$ cat src/rtl/shsh_pkg.sv
`default_nettype none
package shsh_pkg;

    // Input modes.
    localparam logic [1:0] MODE_ABSORB  = 2'd0;
    localparam logic [1:0] MODE_DIGEST  = 2'd1;
    localparam logic [1:0] MODE_RESTART = 2'd2;

    // Position at which the length field begins in a padded block.
    localparam logic [5:0] LEN_POS = 6'd56;
    localparam logic [7:0] PAD_BYTE = 8'h80;

    localparam logic [255:0] INIT_HASH = {
        32'h6a09e667, 32'hbb67ae85, 32'h3c6ef372, 32'ha54ff53a,
        32'h510e527f, 32'h9b05688c, 32'h1f83d9ab, 32'h5be0cd19
    };

    typedef struct packed {
        logic [1:0] mode;
        logic [7:0] data_byte;
    } t_in_word;

    typedef struct packed {
        logic [63:0] digest_top;
        logic [63:0] digest_upper_mid;
        logic [63:0] digest_lower_mid;
        logic [63:0] digest_bottom;
    } t_out_word;

    // Where the bytes of a block come from.
    typedef enum logic [1:0] {
        SRC_BUFFER,
        SRC_PAD_FIRST,
        SRC_PAD_SECOND
    } t_src;

    // Command from the controller to the compression core.
    typedef struct packed {
        logic start;
        logic chain;   // Take the previous sum as the base instead of i_base.
        t_src src;
    } t_core_cmd;

    function automatic logic [31:0] big0(input logic [31:0] x);
        return {x[1:0], x[31:2]} ^ {x[12:0], x[31:13]} ^ {x[21:0], x[31:22]};
    endfunction

    function automatic logic [31:0] big1(input logic [31:0] x);
        return {x[5:0], x[31:6]} ^ {x[10:0], x[31:11]} ^ {x[24:0], x[31:25]};
    endfunction

    function automatic logic [31:0] sig0(input logic [31:0] x);
        return {x[6:0], x[31:7]} ^ {x[17:0], x[31:18]} ^ {3'b000, x[31:3]};
    endfunction

    function automatic logic [31:0] sig1(input logic [31:0] x);
        return {x[16:0], x[31:17]} ^ {x[18:0], x[31:19]} ^ {10'b0, x[31:10]};
    endfunction

    // Round constants.
    function automatic logic [31:0] round_k(input logic [5:0] i);
        logic [31:0] k;
        case (i)
            6'd0:  k = 32'h428a2f98;  6'd1:  k = 32'h71374491;
            6'd2:  k = 32'hb5c0fbcf;  6'd3:  k = 32'he9b5dba5;
            6'd4:  k = 32'h3956c25b;  6'd5:  k = 32'h59f111f1;
            6'd6:  k = 32'h923f82a4;  6'd7:  k = 32'hab1c5ed5;
            6'd8:  k = 32'hd807aa98;  6'd9:  k = 32'h12835b01;
            6'd10: k = 32'h243185be;  6'd11: k = 32'h550c7dc3;
            6'd12: k = 32'h72be5d74;  6'd13: k = 32'h80deb1fe;
            6'd14: k = 32'h9bdc06a7;  6'd15: k = 32'hc19bf174;
            6'd16: k = 32'he49b69c1;  6'd17: k = 32'hefbe4786;
            6'd18: k = 32'h0fc19dc6;  6'd19: k = 32'h240ca1cc;
            6'd20: k = 32'h2de92c6f;  6'd21: k = 32'h4a7484aa;
            6'd22: k = 32'h5cb0a9dc;  6'd23: k = 32'h76f988da;
            6'd24: k = 32'h983e5152;  6'd25: k = 32'ha831c66d;
            6'd26: k = 32'hb00327c8;  6'd27: k = 32'hbf597fc7;
            6'd28: k = 32'hc6e00bf3;  6'd29: k = 32'hd5a79147;
            6'd30: k = 32'h06ca6351;  6'd31: k = 32'h14292967;
            6'd32: k = 32'h27b70a85;  6'd33: k = 32'h2e1b2138;
            6'd34: k = 32'h4d2c6dfc;  6'd35: k = 32'h53380d13;
            6'd36: k = 32'h650a7354;  6'd37: k = 32'h766a0abb;
            6'd38: k = 32'h81c2c92e;  6'd39: k = 32'h92722c85;
            6'd40: k = 32'ha2bfe8a1;  6'd41: k = 32'ha81a664b;
            6'd42: k = 32'hc24b8b70;  6'd43: k = 32'hc76c51a3;
            6'd44: k = 32'hd192e819;  6'd45: k = 32'hd6990624;
            6'd46: k = 32'hf40e3585;  6'd47: k = 32'h106aa070;
            6'd48: k = 32'h19a4c116;  6'd49: k = 32'h1e376c08;
            6'd50: k = 32'h2748774c;  6'd51: k = 32'h34b0bcb5;
            6'd52: k = 32'h391c0cb3;  6'd53: k = 32'h4ed8aa4a;
            6'd54: k = 32'h5b9cca4f;  6'd55: k = 32'h682e6ff3;
            6'd56: k = 32'h748f82ee;  6'd57: k = 32'h78a5636f;
            6'd58: k = 32'h84c87814;  6'd59: k = 32'h8cc70208;
            6'd60: k = 32'h90befffa;  6'd61: k = 32'ha4506ceb;
            6'd62: k = 32'hbef9a3f7;  6'd63: k = 32'hc67178f2;
            default: k = 32'h0;
        endcase
        return k;
    endfunction

endpackage
`default_nettype wire

$ cat src/rtl/sha256_stream_hasher_unit.sv
`default_nettype none
// An absorb word is written into the block buffer; the word that completes a block
// also starts the compression core. A digest pads one block, or two when the padding
// spills past the length field. One word at a time: input stalls while the compression
// core (byte loads from the block buffer, 64 rounds and one finishing step) runs.
// Reset (synchronous, active low) loads the initial hash and clears length and fill.
module sha256_stream_hasher_unit (
    input  wire logic                i_clk,
    input  wire logic                i_rst_n,
    input  wire logic                i_in_valid,
    output logic                     o_in_stall,
    input  wire shsh_pkg::t_in_word  i_in,
    output logic                     o_out_valid,
    input  wire logic                i_out_stall,
    output shsh_pkg::t_out_word      o_out
);

    typedef enum logic [2:0] {
        ST_IDLE,
        ST_ABSORB,
        ST_DIG_A,
        ST_DIG_B,
        ST_DIG_OUT
    } t_state;

    t_state              r_state;
    logic [255:0]        r_cv;
    logic [5:0]          r_fill;
    logic [63:0]         r_bit_len;
    logic                r_ovld;
    shsh_pkg::t_out_word r_out;

    shsh_pkg::t_core_cmd core_cmd;
    logic [5:0]          raddr;
    logic [7:0]          rdata;
    logic                core_done;
    logic [255:0]        core_sum;
    logic                accept;
    logic                buf_we;

    assign o_in_stall  = (r_state != ST_IDLE);
    assign accept      = i_in_valid && !o_in_stall;
    assign buf_we      = accept && (i_in.mode == shsh_pkg::MODE_ABSORB);
    assign o_out_valid = r_ovld;
    assign o_out       = r_out;

    // Commands to the core.
    always_comb begin
        core_cmd.start = 1'b0;
        core_cmd.chain = 1'b0;
        core_cmd.src   = shsh_pkg::SRC_BUFFER;
        if (buf_we && r_fill == 6'd63) begin
            core_cmd.start = 1'b1;
        end else if (accept && i_in.mode == shsh_pkg::MODE_DIGEST) begin
            core_cmd.start = 1'b1;
            core_cmd.src   = shsh_pkg::SRC_PAD_FIRST;
        end else if (r_state == ST_DIG_A && core_done && r_fill >= shsh_pkg::LEN_POS) begin
            core_cmd.start = 1'b1;
            core_cmd.chain = 1'b1;
            core_cmd.src   = shsh_pkg::SRC_PAD_SECOND;
        end
    end

    shsh_buf u_buf (
        .i_clk   (i_clk),
        .i_we    (buf_we),
        .i_waddr (r_fill),
        .i_wdata (i_in.data_byte),
        .i_raddr (raddr),
        .o_rdata (rdata)
    );

    shsh_core u_core (
        .i_clk     (i_clk),
        .i_rst_n   (i_rst_n),
        .i_cmd     (core_cmd),
        .i_base    (r_cv),
        .i_fill    (r_fill),
        .i_bit_len (r_bit_len),
        .o_raddr   (raddr),
        .i_rdata   (rdata),
        .o_done    (core_done),
        .o_sum     (core_sum)
    );

    // Control, hash state and the output register.
    always_ff @(posedge i_clk) begin
        if (!i_rst_n) begin
            r_state   <= ST_IDLE;
            r_cv      <= shsh_pkg::INIT_HASH;
            r_fill    <= 6'd0;
            r_bit_len <= 64'd0;
            r_ovld    <= 1'b0;
        end else begin
            if (r_ovld && !i_out_stall && r_state != ST_DIG_OUT) begin
                r_ovld <= 1'b0;
            end
            case (r_state)
                ST_IDLE: begin
                    if (accept) begin
                        case (i_in.mode)
                            shsh_pkg::MODE_ABSORB: begin
                                r_fill    <= r_fill + 6'd1;
                                r_bit_len <= r_bit_len + 64'd8;
                                if (r_fill == 6'd63) begin
                                    r_state <= ST_ABSORB;
                                end
                            end
                            shsh_pkg::MODE_DIGEST: begin
                                r_state <= ST_DIG_A;
                            end
                            shsh_pkg::MODE_RESTART: begin
                                r_cv      <= shsh_pkg::INIT_HASH;
                                r_fill    <= 6'd0;
                                r_bit_len <= 64'd0;
                            end
                            default: begin
                            end
                        endcase
                    end
                end
                ST_ABSORB: begin
                    if (core_done) begin
                        r_cv    <= core_sum;
                        r_state <= ST_IDLE;
                    end
                end
                ST_DIG_A: begin
                    if (core_done) begin
                        r_state <= (r_fill >= shsh_pkg::LEN_POS) ? ST_DIG_B : ST_DIG_OUT;
                    end
                end
                ST_DIG_B: begin
                    if (core_done) begin
                        r_state <= ST_DIG_OUT;
                    end
                end
                ST_DIG_OUT: begin
                    if (!r_ovld || !i_out_stall) begin
                        r_out   <= core_sum;
                        r_ovld  <= 1'b1;
                        r_state <= ST_IDLE;
                    end
                end
                default: begin
                    r_state <= ST_IDLE;
                end
            endcase
        end
    end

endmodule
`default_nettype wire

$ cat src/rtl/shsh_buf.sv
`default_nettype none
// Block buffer: 64 bytes, one write port and one registered read port.
module shsh_buf (
    input  wire logic       i_clk,
    input  wire logic       i_we,
    input  wire logic [5:0] i_waddr,
    input  wire logic [7:0] i_wdata,
    input  wire logic [5:0] i_raddr,
    output logic      [7:0] o_rdata
);

    logic [7:0] r_mem [64];
    logic [7:0] r_rdata;

    // Write, and read through the output register.
    always_ff @(posedge i_clk) begin
        if (i_we) begin
            r_mem[i_waddr] <= i_wdata;
        end
        r_rdata <= r_mem[i_raddr];
    end

    assign o_rdata = r_rdata;

endmodule
`default_nettype wire

$ cat src/rtl/shsh_core.sv
`default_nettype none
// Compression core: streams 64 bytes out of the buffer into the schedule line,
// then runs one round a cycle.
module shsh_core (
    input  wire logic                i_clk,
    input  wire logic                i_rst_n,
    input  wire shsh_pkg::t_core_cmd i_cmd,
    input  wire logic [255:0]        i_base,
    input  wire logic [5:0]          i_fill,
    input  wire logic [63:0]         i_bit_len,
    output logic      [5:0]          o_raddr,
    input  wire logic [7:0]          i_rdata,
    output logic                     o_done,
    output logic      [255:0]        o_sum
);

    typedef enum logic [1:0] {
        ST_IDLE,
        ST_LOAD,
        ST_ROUND,
        ST_DONE
    } t_state;

    t_state              r_state;
    shsh_pkg::t_src      r_src;
    logic [6:0]          r_cnt;
    logic                r_rdv;
    logic [5:0]          r_bidx;
    logic [5:0]          r_rnd;
    logic [511:0]        r_wline;
    logic [31:0]         r_hb [8];
    logic [31:0]         r_v [8];

    logic [7:0]          byte_in;
    logic [63:0]         len_sh;
    logic [31:0]         w16;
    logic [31:0]         t1;
    logic [31:0]         t2;
    logic [31:0]         ch;
    logic [31:0]         maj;

    assign o_raddr = r_cnt[5:0];
    assign o_done  = (r_state == ST_DONE);

    // Sum of base and working variables.
    always_comb begin
        for (int i = 0; i < 8; i++) begin
            o_sum[255 - 32*i -: 32] = r_hb[i] + r_v[i];
        end
    end

    // Byte of the block at position r_bidx, padded as the source asks.
    always_comb begin
        len_sh = i_bit_len >> {~r_bidx[2:0], 3'b000};
        case (r_src)
            shsh_pkg::SRC_BUFFER: begin
                byte_in = i_rdata;
            end
            shsh_pkg::SRC_PAD_FIRST: begin
                if (r_bidx < i_fill) begin
                    byte_in = i_rdata;
                end else if (r_bidx == i_fill) begin
                    byte_in = shsh_pkg::PAD_BYTE;
                end else if (i_fill < shsh_pkg::LEN_POS && r_bidx >= shsh_pkg::LEN_POS) begin
                    byte_in = len_sh[7:0];
                end else begin
                    byte_in = 8'h00;
                end
            end
            shsh_pkg::SRC_PAD_SECOND: begin
                byte_in = (r_bidx >= shsh_pkg::LEN_POS) ? len_sh[7:0] : 8'h00;
            end
            default: begin
                byte_in = 8'h00;
            end
        endcase
    end

    // Round and schedule arithmetic.
    always_comb begin
        w16 = r_wline[511:480] + shsh_pkg::sig0(r_wline[479:448])
            + r_wline[223:192] + shsh_pkg::sig1(r_wline[63:32]);
        ch  = (r_v[4] & r_v[5]) ^ (~r_v[4] & r_v[6]);
        maj = (r_v[0] & r_v[1]) ^ (r_v[0] & r_v[2]) ^ (r_v[1] & r_v[2]);
        t1  = r_v[7] + shsh_pkg::big1(r_v[4]) + ch + shsh_pkg::round_k(r_rnd)
            + r_wline[511:480];
        t2  = shsh_pkg::big0(r_v[0]) + maj;
    end

    // Sequencer and datapath registers. A new block may start straight from
    // the finishing cycle, so that a chained second block is not missed.
    always_ff @(posedge i_clk) begin
        if (!i_rst_n) begin
            r_state <= ST_IDLE;
            r_cnt   <= 7'd0;
            r_rdv   <= 1'b0;
            r_rnd   <= 6'd0;
        end else begin
            case (r_state)
                ST_IDLE, ST_DONE: begin
                    if (i_cmd.start) begin
                        r_src   <= i_cmd.src;
                        r_cnt   <= 7'd0;
                        r_rdv   <= 1'b0;
                        r_state <= ST_LOAD;
                        for (int i = 0; i < 8; i++) begin
                            r_hb[i] <= i_cmd.chain ? o_sum[255 - 32*i -: 32]
                                                   : i_base[255 - 32*i -: 32];
                        end
                    end else begin
                        r_state <= ST_IDLE;
                    end
                end
                ST_LOAD: begin
                    r_rdv  <= ~r_cnt[6];
                    r_bidx <= r_cnt[5:0];
                    if (r_rdv) begin
                        r_wline <= {r_wline[503:0], byte_in};
                    end
                    if (r_cnt[6]) begin
                        r_state <= ST_ROUND;
                        r_rnd   <= 6'd0;
                        for (int i = 0; i < 8; i++) begin
                            r_v[i] <= r_hb[i];
                        end
                    end else begin
                        r_cnt <= r_cnt + 7'd1;
                    end
                end
                ST_ROUND: begin
                    r_v[7]  <= r_v[6];
                    r_v[6]  <= r_v[5];
                    r_v[5]  <= r_v[4];
                    r_v[4]  <= r_v[3] + t1;
                    r_v[3]  <= r_v[2];
                    r_v[2]  <= r_v[1];
                    r_v[1]  <= r_v[0];
                    r_v[0]  <= t1 + t2;
                    r_wline <= {r_wline[479:0], w16};
                    r_rnd   <= r_rnd + 6'd1;
                    if (r_rnd == 6'd63) begin
                        r_state <= ST_DONE;
                    end
                end
                default: begin
                    r_state <= ST_IDLE;
                end
            endcase
        end
    end

endmodule
`default_nettype wire

$ cat config.mk
export PLATFORM = sky130hd
export DESIGN_NAME = sha256_stream_hasher_unit
export DESIGN_NICKNAME = d
export VERILOG_FILES = /design/src/rtl/shsh_pkg.sv /design/src/rtl/sha256_stream_hasher_unit.sv /design/src/rtl/shsh_buf.sv /design/src/rtl/shsh_core.sv
export SDC_FILE = /design/constraint.sdc
export NUM_CORES = 2
export LEC_CHECK = 0
export CAP_MARGIN = 20
export CORE_ASPECT_RATIO = 0.9
export CORE_UTILIZATION = 60
export CTS_BUF_LIST = sky130_fd_sc_hd__clkbuf_8
export CTS_CLUSTER_DIAMETER = 60
export DETAILED_ROUTE_END_ITERATION = 7
export DONT_BUFFER_PORTS = 1
export PLACE_DENSITY = 0.76
export SLEW_MARGIN = 30
export SYNTH_ARGS = -nofsm -noshare
export SYNTH_HDL_FRONTEND = slang
export SYNTH_SLANG_ARGS = --single-unit
export TNS_END_PERCENT = 100
$ cat constraint.sdc
create_clock -name i_clk -period 43.4 [get_ports i_clk]
set_input_delay 13.02 -clock i_clk [delete_from_list [all_inputs] [get_ports i_clk]]
set_output_delay 13.02 -clock i_clk [all_outputs]
set_load 0.02 [all_outputs]
==> impl_metrics.prom <==
# TYPE chip_impl_metric gauge
chip_impl_info{name="type_of_the_most_critical_hold_path",value="reg -> reg"} 1
chip_impl_metric{name="detailedRoute.firstPassIterationCount",unit=""} 8
chip_impl_metric{name="max_slew.worst_pin.slew",unit="ps"} 1100
chip_impl_metric{name="layout_worst_path_cycle_share",unit="%"} 37.5
chip_impl_info{name="clockRootBuffer",value="sky130_fd_sc_hd__clkbuf_8"} 1
chip_impl_metric{name="critical_path_peak_fanout",unit=""} 68
chip_impl_metric{name="seq_area_frac_synth",unit="%"} 54.5
chip_impl_info{name="run_status",value="finished clean"} 1
chip_impl_metric{name="cts.repair_timing.setup_buffer_count",unit=""} 0
chip_impl_metric{name="die_width",unit="um"} 460
chip_impl_metric{name="globalRoute.totalOverflow",unit=""} 0
chip_impl_metric{name="final.setup.tns",unit="ps"} 0
chip_impl_metric{name="drv_slew",unit=""} 0
chip_impl_metric{name="pwr_density_cell",unit="nW/um^2"} 66.9
chip_impl_metric{name="floorplan.rows",unit=""} 150
chip_impl_metric{name="ys_ff_latch",unit=""} 2183
chip_impl_metric{name="finalWorstPathRequiredPeriod",unit="ps"} 16270
chip_impl_metric{name="core_area",unit="sq um"} 187000
chip_impl_metric{name="slew_headroom",unit="%"} 26.3
chip_impl_metric{name="initial_core_util",unit="%"} 60.7
chip_impl_metric{name="cts_max_level",unit=""} 5
chip_impl_metric{name="setup_viol",unit=""} 0
chip_impl_metric{name="clk_pin_slew",unit="ps"} 60
chip_impl_metric{name="initial_antenna_violation_count",unit=""} 9
chip_impl_metric{name="routed_wl_per_cell",unit="um"} 27.9
chip_impl_metric{name="die_area",unit="sq um"} 190000
chip_impl_info{name="rsz0062_at_grt",value="no"} 1
chip_impl_metric{name="cts-resized-gates",unit=""} 0
chip_impl_metric{name="ioPinCount",unit=""} 272
chip_impl_metric{name="ir_drop",unit="mV"} 0.114
chip_impl_info{name="ys.flop_type",value="sky130_fd_sc_hd__edfxtp_1"} 1
chip_impl_metric{name="post-route-drc-count",unit=""} 0
chip_impl_metric{name="clock_buffer_depth",unit=""} 4
chip_impl_metric{name="post_drt_via_cell_ratio",unit=""} 6.40
chip_impl_metric{name="cts_made_buffers",unit=""} 361
chip_impl_metric{name="io_buffer_count",unit=""} 0
chip_impl_metric{name="floorplan.die.height",unit="um"} 414
chip_impl_metric{name="async_reset_ff_share",unit="%"} 0
chip_impl_info{name="end_kind",value="flip-flop"} 1
chip_impl_metric{name="dp_hpwl",unit="mm"} 243
chip_impl_metric{name="areaGrowthSynthToFinish",unit="%"} 8.38
chip_impl_metric{name="fin_hold_ws",unit="ps"} 463
chip_impl_metric{name="netlist_instances",unit=""} 9487
chip_impl_info{name="setup.worst_path.class",value="in -> reg"} 1
chip_impl_info{name="tritoncts",value="yes"} 1
chip_impl_metric{name="synth_edf_count",unit=""} 1800
chip_impl_metric{name="holdBufCountCts",unit=""} 0
chip_impl_metric{name="antenna_left",unit=""} 0
chip_impl_metric{name="pin_count_of_the_biggest_net_entering_global_routing",unit=""} 155
chip_impl_metric{name="post_route_cells_drive_above_1_share",unit="%"} 14.7
chip_impl_metric{name="timing_hold_violations_final",unit=""} 0
chip_impl_metric{name="worst_ep_required_time",unit="ps"} 44080
chip_impl_metric{name="yosysWarningCount",unit=""} 0
chip_impl_metric{name="place.gp.congestion",unit=""} 0.992
chip_impl_metric{name="max_freq",unit="GHz"} 0.0615
chip_impl_metric{name="synthesis.area_per_instance",unit="sq um"} 11.9
chip_impl_metric{name="maxCapViolations",unit=""} 0
chip_impl_metric{name="drt_first_iter_violations",unit=""} 10100
chip_impl_metric{name="final_util",unit="%"} 65.8
chip_impl_metric{name="global_route.usage.total",unit="%"} 35.5
chip_impl_metric{name="first_global_vias",unit=""} 75400
chip_impl_metric{name="synthesis.area",unit="sq um"} 113000
chip_impl_metric{name="synth_nets",unit=""} 10100
chip_impl_metric{name="worstSkewPairLatency",unit="ps"} 1090
chip_impl_metric{name="wire_length_of_the_first_global_routing_pass",unit="mm"} 498
chip_impl_metric{name="finClkSkew",unit="ps"} 84.9
chip_impl_metric{name="vias",unit=""} 78600
chip_impl_metric{name="drt-total-wl",unit="mm"} 343
chip_impl_metric{name="tritoncts_num_sinks",unit=""} 2183
chip_impl_metric{name="static-leakage-power",unit="nW"} 44.2
chip_impl_metric{name="crit_arrival",unit="ps"} 16950
chip_impl_info{name="start_kind",value="input port"} 1
chip_impl_metric{name="fin_nets",unit=""} 10100
chip_impl_metric{name="synth.distinct_cells",unit=""} 97
## registers in the layout (all words and copies together) (netlist names), named ones only
signal	count
u_core.r_rnd	6
u_core.r_wline	512
r_bit_len	61
u_buf.r_mem	512
u_core.r_v	256
u_core.r_state	2
u_core.r_rdv	1
o_out_valid	1
u_core.r_cnt	7
r_cv	256
u_core.r_bidx	6
u_core.r_src	2
r_fill	6
r_state	3
u_core.r_hb	256
o_out	256
u_buf.o_rdata	8
## cells in the final DEF (no fill, tap or decap), types with 72 or more instances in the layout
| cell type | n |
|---|---|
| sky130_fd_sc_hd__a22oi_1 | 77 |
| sky130_fd_sc_hd__dfxtp_1 | 380 |
| sky130_fd_sc_hd__nand2_1 | 1535 |
| sky130_fd_sc_hd__o22ai_1 | 88 |
| sky130_fd_sc_hd__clkinv_1 | 72 |
| sky130_fd_sc_hd__edfxtp_1 | 1800 |
| sky130_fd_sc_hd__nor3_1 | 99 |
| sky130_fd_sc_hd__ha_1 | 401 |
| sky130_fd_sc_hd__a21o_1 | 159 |
| sky130_fd_sc_hd__buf_4 | 81 |
| sky130_fd_sc_hd__nor2_1 | 494 |
| sky130_fd_sc_hd__clkbuf_8 | 399 |
| sky130_fd_sc_hd__fa_1 | 195 |
| sky130_fd_sc_hd__a21oi_1 | 432 |
| sky130_fd_sc_hd__nand3_1 | 152 |
| sky130_fd_sc_hd__mux4_2 | 181 |
| sky130_fd_sc_hd__inv_1 | 498 |
| sky130_fd_sc_hd__o21ai_0 | 413 |
| sky130_fd_sc_hd__mux2_2 | 586 |
| sky130_fd_sc_hd__xnor2_1 | 416 |
| sky130_fd_sc_hd__xor2_1 | 190 |
## per-stage QoR
stage / cells / area [sq um] / total power [mW] / setup WS [ps]
after global routing: 12300 / 123000 / 8.60 / 26860
after global placement: 11600 / 115000 / 6.25 / 25890
after detailed placement: 11600 / 116000 / 6.30 / 25740
after CTS: 12300 / 123000 / 8.09 / 26840
final: 12300 / 123000 / 8.20 / 27130
after floorplan: 9487 / 113000 / 5.17 / 7120
## worst paths after layout
| path | from | end | slack, ps | cells past startpoint |
|---|---|---|---|---|
| min reg2reg | r_cv[212] | r_cv[212] | 460 | 2 |
| min | r_cv[212] | r_cv[212] | 460 | 2 |
| max | i_out_stall | o_out[123] | 27130 | 7 |
| max reg2reg | u_core.r_v[1][12] | u_core.r_v[0][28] | 34650 | 26 |
## Yosys cell counts (all sizes together) (17+ instances only)
master / count / share of area [%]
edfxtp: 1800 / 48
nand2: 1543 / 5.1
mux2: 586 / 5.8
nor2: 501 / 1.7
a21oi: 434 / 1.9
o21ai: 426 / 1.9
xnor2: 421 / 3.3
inv: 405 / 1.3
ha: 402 / 4.4
clkbuf: 397 / 1.3
dfxtp: 383 / 6.8
fa: 195 / 3.4
xor2: 190 / 1.5
mux4: 181 / 3.6
a21o: 159 / 1.1
nand3: 153 / 0.68
nor3: 99 / 0.44
o22ai: 88 / 0.49
a22oi: 77 / 0.51
buf: 69 / 0.26
o21a: 69 / 0.46
o22a: 60 / 0.46
a31oi: 58 / 0.33
a211oi: 52 / 0.34
a22o: 52 / 0.40
o211ai: 49 / 0.33
nand2b: 45 / 0.25
nor2b: 42 / 0.23
or3: 42 / 0.23
and3: 40 / 0.22
o21bai: 38 / 0.25
nand4: 32 / 0.18
mux2i: 28 / 0.25
and2: 25 / 0.14
o311ai: 23 / 0.18
o31ai: 23 / 0.15
maj3: 22 / 0.19
or2: 21 / 0.12
a221oi: 19 / 0.16
o2111ai: 18 / 0.14
o31a: 17 / 0.13
## metal layers
metal / routed length (um) / global-route usage, % / share of wire, %
met2: 147000 / 50.8 / 43
met1: 138000 / 50.2 / 40
met5: 206 / 0 / 0.060
met3: 39600 / 9.87 / 12
met4: 18400 / 17.0 / 5.4
## area by class of cell
class / instances / area (sq um)
Multi-Input combinational cell: 6430 / 48300
Timing Repair Buffer: 102 / 927
Clock buffer: 399 / 5490
Antenna cell: 9 / 22.5
Clock inverter: 249 / 1480
Tap cell: 2508 / 3140
Fill cell: 14000 / 63900
Sequential cell: 2183 / 61700
Inverter: 408 / 1540
## worst max-delay path, stage by stage
cell and delay, ps:
sky130_fd_sc_hd__nand2_1 100, sky130_fd_sc_hd__nand2_1 100, sky130_fd_sc_hd__nor2_4 690, sky130_fd_sc_hd__buf_4 660, sky130_fd_sc_hd__buf_4 650, sky130_fd_sc_hd__buf_4 740
sky130_fd_sc_hd__buf_4 720
## power breakdown
part / internal, mW / switching, mW
clock network: 0.936 / 0.843
registers: 2.39 / 0.0796
logic: 1.49 / 2.47
## logic make-up (layout without fill, tap and decap cells)
kind of cell | count (synthesis) | count (layout) | synth area share (%)
simple gates | 2606 | 2606 | 9.71
flops | 2183 | 2183 | 54.5
compound gates | 1798 | 1798 | 10.3
buf+inv | 874 | 1158 | 2.93
mux | 795 | 795 | 9.68
fa+ha+maj | 619 | 619 | 8.09
xor+xnor | 612 | 612 | 4.75
other cells | 0 | 9 | 0
Power figures use the tool's default switching activity.
